--- config.mk ---
export PLATFORM = sky130hd
export DESIGN_NAME = wcf_ctrl
export DESIGN_NICKNAME = d
export VERILOG_FILES = /design/src/rtl/wcf_pkg.sv /design/src/rtl/wcf_ctrl.sv
export SDC_FILE = /design/constraint.sdc
export NUM_CORES = 1
export LEC_CHECK = 0
export BUFFER_PORTS_ARGS = -buffer_cell sky130_fd_sc_hd__clkbuf_2
export CAP_MARGIN = 10
export CORE_AREA = 2 2 39 41
export CTS_BUF_LIST = sky130_fd_sc_hd__clkbuf_8
export DETAILED_ROUTE_END_ITERATION = 10
export DIE_AREA = 0 0 41 43
export GPL_TIMING_DRIVEN = 0
export PLACE_DENSITY = 0.67
export SLEW_MARGIN = 20
export SYNTH_ARGS = -nofsm -noshare
export SYNTH_HDL_FRONTEND = slang
export SYNTH_SLANG_ARGS = --single-unit
--- constraint.sdc ---
create_clock -name clk -period 2.2 [get_ports clk]
set_input_delay 0.22 -clock clk [delete_from_list [all_inputs] [get_ports clk]]
set_output_delay 0.22 -clock clk [all_outputs]
set_load 0.05 [all_outputs]
--- src/rtl/wcf_pkg.sv ---
// ----------------------------------------------------------------------------
// Wolff cluster flip package
// Shared states, codes, command and status bundles and the random step.
// ----------------------------------------------------------------------------
`default_nettype none

package wcf_pkg;

	localparam int CFG_IDX_W  = 3;
	localparam int CFG_DATA_W = 32;
	localparam int SEED_W     = 6;
	localparam int SIZE_W     = 13;
	localparam int SUM_OUT_W  = 14;
	localparam int THR_W      = 16;
	localparam int SIDE_RESET = 30;
	localparam int THR_RESET  = 32768;

	localparam logic [CFG_IDX_W-1:0] CFG_X_SIZE    = 3'd0;
	localparam logic [CFG_IDX_W-1:0] CFG_Y_SIZE    = 3'd1;
	localparam logic [CFG_IDX_W-1:0] CFG_BOUNDARY  = 3'd2;
	localparam logic [CFG_IDX_W-1:0] CFG_THRESHOLD = 3'd3;
	localparam logic [CFG_IDX_W-1:0] CFG_RNG_SEED  = 3'd4;

	localparam logic [1:0] DIR_DOWN  = 2'd0;
	localparam logic [1:0] DIR_UP    = 2'd1;
	localparam logic [1:0] DIR_RIGHT = 2'd2;
	localparam logic [1:0] DIR_LEFT  = 2'd3;

	typedef enum logic [3:0] {
		ST_INIT,
		ST_IDLE,
		ST_SEED_RD,
		ST_SEED_WR,
		ST_POP,
		ST_CUR,
		ST_NB_RD,
		ST_NB_EV,
		ST_FLIP,
		ST_SUM,
		ST_DONE
	} state_t;

	typedef enum logic [1:0] {
		RSEL_SEED,
		RSEL_NB,
		RSEL_SWEEP
	} rsel_t;

	typedef struct packed {
		logic  sweep_run;
		logic  sweep_clr;
		logic  init_wr;
		logic  accept;
		logic  seed_wr;
		logic  q_pop;
		logic  cur_load;
		logic  nb_issue;
		logic  nb_eval;
		logic  dir_next;
		logic  flip;
		logic  sum_run;
		rsel_t rsel;
	} cmd_t;

	typedef struct packed {
		logic seed_oor;
		logic sweep_end;
		logic q_empty;
		logic nb_valid;
		logic dir_last;
	} status_t;

	function automatic logic [31:0] xorshift(input logic [31:0] x);
		logic [31:0] y;
		y = x ^ (x << 13);
		y = y ^ (y >> 17);
		y = y ^ (y << 5);
		return y;
	endfunction

endpackage

`default_nettype wire

--- src/rtl/wcf_ctrl.sv ---
// ----------------------------------------------------------------------------
// Wolff cluster flip controller
// Sequences the clearing pass, the cluster growth and the spin-sum sweep.
// ----------------------------------------------------------------------------
`default_nettype none

module wcf_ctrl (
	input  wire              clk,
	input  wire              arst_n,
	input  wire              start,
	input  wcf_pkg::status_t sts,
	output wcf_pkg::cmd_t    cmd,
	output logic             busy,
	output logic             done
);

	wcf_pkg::state_t state_q, state_nxt;

	always_ff @(posedge clk or negedge arst_n) begin
		if (!arst_n) begin
			state_q <= wcf_pkg::ST_INIT;
		end else begin
			state_q <= state_nxt;
		end
	end

	always_comb begin
		state_nxt = state_q;
		case (state_q)
			wcf_pkg::ST_INIT: begin
				if (sts.sweep_end) state_nxt = wcf_pkg::ST_IDLE;
			end
			wcf_pkg::ST_IDLE: begin
				if (start) begin
					state_nxt = sts.seed_oor ? wcf_pkg::ST_SUM : wcf_pkg::ST_SEED_RD;
				end
			end
			wcf_pkg::ST_SEED_RD: state_nxt = wcf_pkg::ST_SEED_WR;
			wcf_pkg::ST_SEED_WR: state_nxt = wcf_pkg::ST_POP;
			wcf_pkg::ST_POP: begin
				state_nxt = sts.q_empty ? wcf_pkg::ST_FLIP : wcf_pkg::ST_CUR;
			end
			wcf_pkg::ST_CUR: state_nxt = wcf_pkg::ST_NB_RD;
			wcf_pkg::ST_NB_RD: begin
				if (sts.nb_valid) begin
					state_nxt = wcf_pkg::ST_NB_EV;
				end else if (sts.dir_last) begin
					state_nxt = wcf_pkg::ST_POP;
				end
			end
			wcf_pkg::ST_NB_EV: begin
				state_nxt = sts.dir_last ? wcf_pkg::ST_POP : wcf_pkg::ST_NB_RD;
			end
			wcf_pkg::ST_FLIP: state_nxt = wcf_pkg::ST_SUM;
			wcf_pkg::ST_SUM: begin
				if (sts.sweep_end) state_nxt = wcf_pkg::ST_DONE;
			end
			wcf_pkg::ST_DONE: state_nxt = wcf_pkg::ST_IDLE;
			default: state_nxt = wcf_pkg::ST_INIT;
		endcase
	end

	always_comb begin
		cmd      = '0;
		cmd.rsel = wcf_pkg::RSEL_NB;
		busy     = 1'b1;
		done     = 1'b0;
		case (state_q)
			wcf_pkg::ST_INIT: begin
				cmd.sweep_run = 1'b1;
				cmd.init_wr   = 1'b1;
			end
			wcf_pkg::ST_IDLE: begin
				busy          = 1'b0;
				cmd.sweep_clr = 1'b1;
				cmd.accept    = start;
			end
			wcf_pkg::ST_SEED_RD: cmd.rsel = wcf_pkg::RSEL_SEED;
			wcf_pkg::ST_SEED_WR: cmd.seed_wr = 1'b1;
			wcf_pkg::ST_POP:     cmd.q_pop = ~sts.q_empty;
			wcf_pkg::ST_CUR:     cmd.cur_load = 1'b1;
			wcf_pkg::ST_NB_RD: begin
				cmd.nb_issue = 1'b1;
				cmd.dir_next = ~sts.nb_valid;
			end
			wcf_pkg::ST_NB_EV: begin
				cmd.nb_eval  = 1'b1;
				cmd.dir_next = 1'b1;
			end
			wcf_pkg::ST_FLIP: cmd.flip = 1'b1;
			wcf_pkg::ST_SUM: begin
				cmd.sweep_run = 1'b1;
				cmd.sum_run   = 1'b1;
				cmd.rsel      = wcf_pkg::RSEL_SWEEP;
			end
			wcf_pkg::ST_DONE: done = 1'b1;
			default: busy = 1'b1;
		endcase
	end

endmodule

`default_nettype wire

Word-level counts from Yosys, hierarchy flattened
Index checks and enable logic that the tools add are counted.
Widths: inputs -> output; s select.
{"block": "totals", "wordCells": 44, "output_inout_bits": 16, "register_bits": 4, "input_bits": 8}
{"block": "classes", "n_mux": 24, "n_eq_ne": 14, "reduce_logical": 3, "bitwise_logic": 2}
{"cell": "$pmux 4 s11", "n": 1}
{"cell": "$mux 4", "n": 7}
{"cell": "$eq 4x3->1 const B", "n": 4}
{"cell": "$mux 1", "n": 13}
{"cell": "$eq 4x4->1 const B", "n": 3}
{"cell": "$eq 4x2->1 const B", "n": 2}
{"cell": "$ne 2x2->1 const B", "n": 3}
{"cell": "$eq 4x1->1 const B", "n": 1}
{"cell": "$logic_not 4->1", "n": 1}
{"cell": "$pmux 2 s2", "n": 1}
{"cell": "$reduce_and 4->1", "n": 1}
{"cell": "$ne 3x3->1 const B", "n": 1}
{"cell": "$mux 2", "n": 1}
{"cell": "$not 1->1", "n": 2}
{"cell": "$pmux 1 s2", "n": 1}
{"cell": "$reduce_or 2->1", "n": 1}

Depth between registers and ports, before layout
{"block": "depth", "depth_word": 3, "depth_mapped": 5, "depth_no_buf": 4}

Worst setup path after synthesis
No wires, ideal clock.
{"block": "synth_path", "path_kind": "reg2out", "start": "reg state_q[2]", "end": "out busy", "arrival_ps": 2395, "t_required_ps": 1980, "setup_slack_ps": -415, "path_stages_with_launch": 5, "n_path_buf": 2, "path_cell_list": "dfrtp_1 -> buf_6 -> clkbuf_1 -> nor3_1 -> inv_1"}
{"block": "synth_between", "elab_chain_cells": 2}
{"item": "from (decl)", "line_no": "wcf_ctrl.sv:17", "rtl": "wcf_pkg::state_t state_q, state_nxt;"}
{"item": "from (signal assigned)", "line_no": "wcf_ctrl.sv:21", "rtl": "state_q <= wcf_pkg::ST_INIT;"}
{"item": "from (signal assigned)", "line_no": "wcf_ctrl.sv:23", "rtl": "state_q <= state_nxt;"}
{"item": "$eq 4x1->1", "line_no": "wcf_ctrl.sv:68", "rtl": "case (state_q)"}
{"item": "$mux 1", "line_no": "wcf_ctrl.sv:68"}
{"item": "to (decl)", "line_no": "wcf_ctrl.sv:13", "rtl": "output logic busy,"}
No other way between the ends.

==> summary by stage <==
Outcome
The run finished with clean final reports.

Floorplanning
After floorplanning, the core was divided into 14 placement rows. The horizontal die dimension is 41 um. The number of I/O pins is 24. The die is 43 um tall. The area of the core is 1384 sq um. The initial utilization of the core area, before any placement, comes to 35.71%. The floorplan step defined a die boundary enclosing ~1800 sq um.

Synthesis
The largest total area in the synthesized netlist belongs to sky130_fd_sc_hd__dfrtp_1. After synthesis, the largest area contributor takes up between 20% and 30% of total cell area. Of the synthesized area, sequential elements account for 20.25%. The mean instance size in the synthesized netlist is 6.864 sq um.

The cell area after synthesis is 494.2 sq um. During synthesis, Yosys emitted a total of 0 warnings. Counting every net in the synthesized netlist gives 80. The count of unique library cells instantiated by Yosys is 31. The number of register bits inferred by synthesis is 4. The synthesized instance count is 72. By area the synthesized netlist is led by sky130_fd_sc_hd__dfrtp_1, sky130_fd_sc_hd__nor2_1, sky130_fd_sc_hd__nor3_1.

Finish
In the final layout, the registers with the most flip-flops are state_q (4). The register with the most flip-flops in the layout has 4 of them. Of the cells placed in the final design, the portion with a size suffix greater than 1 is 39.39%. Ranked by flip-flop count, first place goes to state_q. The number of diodes is 0.

The synthesis-to-layout area growth is 41.27%. The number of nets in the finished design is ~110.

CTS
The number of sinks handled by clock tree synthesis is 4. The number of buffers on the longest clock path is 2. In this run the number of H-tree levels came out at 1. For the worst-skew pair, the clock arrives at the later sink with an insertion delay of 0.21 ns. Buffers added to address setup during post-CTS repair amount to 0. Clock-pin slew was measured on the worst setup and hold paths at ~0.03 ns. In this run the clock root is driven by a sky130_fd_sc_hd__clkbuf_8.

Counting the buffers created by CTS gives 3. The TritonCTS clock tree is yes.

Critical path
For flop-to-flop paths, the worst setup slack is 0.85 ns. The signal arrival time at the worst endpoint is ~1.7 ns. The critical path is of the reg -> out type. The worst register-to-register path has a depth of 5. The launch point of the worst reg-to-reg path is state_q[3]. The worst register-to-register path ends at state_q[3]. Data on the critical path is required at its endpoint by 1.98 ns. The kind of end point of the critical path is an output pin. Of all nets on the critical path, the largest fanout is 10. The worst setup path is launched from a register.

Global routing
The first global-routing pass estimated 2083 um of wire. The fraction of met3 tracks used by global routing is 4.712%. The overall routing resource usage is ~17%. The highest-utilization routing layer at the global route stage is met1.

The number of global-route vias before repair came to 479. Summed over all layers, the global routing overflow is 0. The maximum number of pins on one net before global-route repair is 11. The initial antenna violation count is 0. The met2 routing resource usage after global routing is between 20% and 30%.

The global-route track usage on met1 is 25.65%.

Route
The overall via count from detail_route is 598. The final routed wirelength across all metal layers is approximately 1300 um. The detailed router finished its first iteration with 14 violations. The count of nets left with antenna violations once routing finished came out at 0. The mean routed wirelength per cell is ~11 um.

The DRC violation count after routing is 0. The vias per cell is 5.200. Before antenna repair, the detailed router went through 4 iterations.

Timing
The transition time of the tightest slew-check pin is roughly 0.5 ns. Derived from the worst setup path, the maximum achievable clock frequency is 0.5224 GHz. On the final layout, the worst clock skew is 0.002795 ns. The final number of hold-violating endpoints is 0. The count of final setup violators is 0.

The worst max-slew margin expressed relative to the limit is 67.39%. After routing, the total negative slack on setup checks comes to 0 ns. The max-slew violation count came to 0. Setup repair after global routing left no endpoint under its margin.

The worst path uses 87.02% of the clock period. For the finished layout, the period the worst path requires is 1.914 ns.

Place
In this run the tool buffered the top-level ports with 23 buffer cells. The post-DP HPWL is 965.5 um. The global placer's final weighted congestion is 0.7996.

Run
The total of max-cap violations is 0.

Min path
In this run the worst hold path is classified as in -> async.
==> routing by layer <==
metal	share of wire, %	wire, um
met4	0	0
met3	5.7	75
met5	0	0
met2	48	623
met1	46	605
==> kinds of logic after synthesis <==
group                  Yosys count  synth area share, %
buffers and inverters           13                14.68
flip-flops                       4                20.25
AND/OR/NAND/NOR                 34                35.70
AO/OA/AOI/OAI                   20                27.60
XOR/XNOR                         1                1.772
==> final cells by class <==
class / count / area, sq um
plain buffers: 9 / 57.56
clock buffers: 3 / 41.29
fillers: 152 / 685.7
inverters: 4 / 15.01
multi-input cells: 55 / 339.1
flip-flops and latches: 4 / 100.1
well taps: 16 / 20.02
repair buffers: 24 / 125.1
==> layout by cell type (no fill, tap or decap), types with 2 or more instances in the layout <==
cell                       count
sky130_fd_sc_hd__a21oi_1       5
sky130_fd_sc_hd__buf_2         4
sky130_fd_sc_hd__buf_6         2
sky130_fd_sc_hd__clkbuf_2     23
sky130_fd_sc_hd__clkbuf_8      3
sky130_fd_sc_hd__dfrtp_1       4
sky130_fd_sc_hd__inv_1         3
sky130_fd_sc_hd__nand2_1       5
sky130_fd_sc_hd__nand2b_1      5
sky130_fd_sc_hd__nor2_1       10
sky130_fd_sc_hd__nor2b_1       2
sky130_fd_sc_hd__nor3_1        6
sky130_fd_sc_hd__nor4_2        2
sky130_fd_sc_hd__o21ai_0       3
sky130_fd_sc_hd__o21ai_1       2
==> cell usage after synthesis (all sizes together) <==
| library cell | n |
|---|---|
| nand2b | 6 |
| a22o | 1 |
| buf | 8 |
| xor2 | 1 |
| a22oi | 1 |
| dfrtp | 4 |
| nor4 | 2 |
| o31ai | 1 |
| a211oi | 2 |
| nor2 | 10 |
| nand2 | 5 |
| nor2b | 2 |
| and3 | 1 |
| inv | 4 |
| or3b | 1 |
| o211ai | 1 |
| o31a | 1 |
| a311o | 1 |
| o21ai | 5 |
| clkbuf | 1 |
| o22ai | 1 |
| nor3 | 7 |
| a21oi | 5 |
| o32a | 1 |
==> metrics by stage <==
stage               setup slack (ns)  hold slack (ns)  utilization (%)  instance area, sq um  std cells
floorplan                    0.02916         -0.07559                -                 511.7         72
global placement              0.5085          0.02616            46.75                 646.9        111
detailed placement            0.5129          0.02805            46.75                 646.9        111
CTS                           0.2924           0.3500            50.45                 698.2        115
global route                  0.1568           0.3593            50.45                 698.2        115
finish                        0.2856           0.3480            50.45                 698.2        115
==> critical path: stages, from the launching register on <==
cell and delay [ns]:
sky130_fd_sc_hd__dfrtp_1 0.30, sky130_fd_sc_hd__buf_2 0.19, sky130_fd_sc_hd__buf_1 0.40, sky130_fd_sc_hd__nand2_1 0.12, sky130_fd_sc_hd__nor3_1 0.15, sky130_fd_sc_hd__clkbuf_2 0.31
==> worst max-delay path by stage <==
stage / start / to / slack [ns] / depth (start not counted)
6_report: state_q[1] / cmd[9] / 0.29 / 5
5_1_grt: state_q[1] / cmd[9] / 0.16 / 5
4_1_cts: state_q[1] / cmd[9] / 0.29 / 5
3_5_place_dp: state_q[1] / cmd[9] / 0.51 / 5
3_3_place_gp: state_q[1] / cmd[9] / 0.51 / 5
2_1_floorplan: state_q[1] / cmd[9] / 0.03 / 4
==> repair_timing <==
action	in CTS	in global routing
hold buffers	1	0
resized for setup	0	0
endpoints found under the setup margin	0	0
hold endpoints to repair	4	0
Power is not shown: default switching activity piles up to over one toggle a cycle in this logic, so the estimate is an artifact.
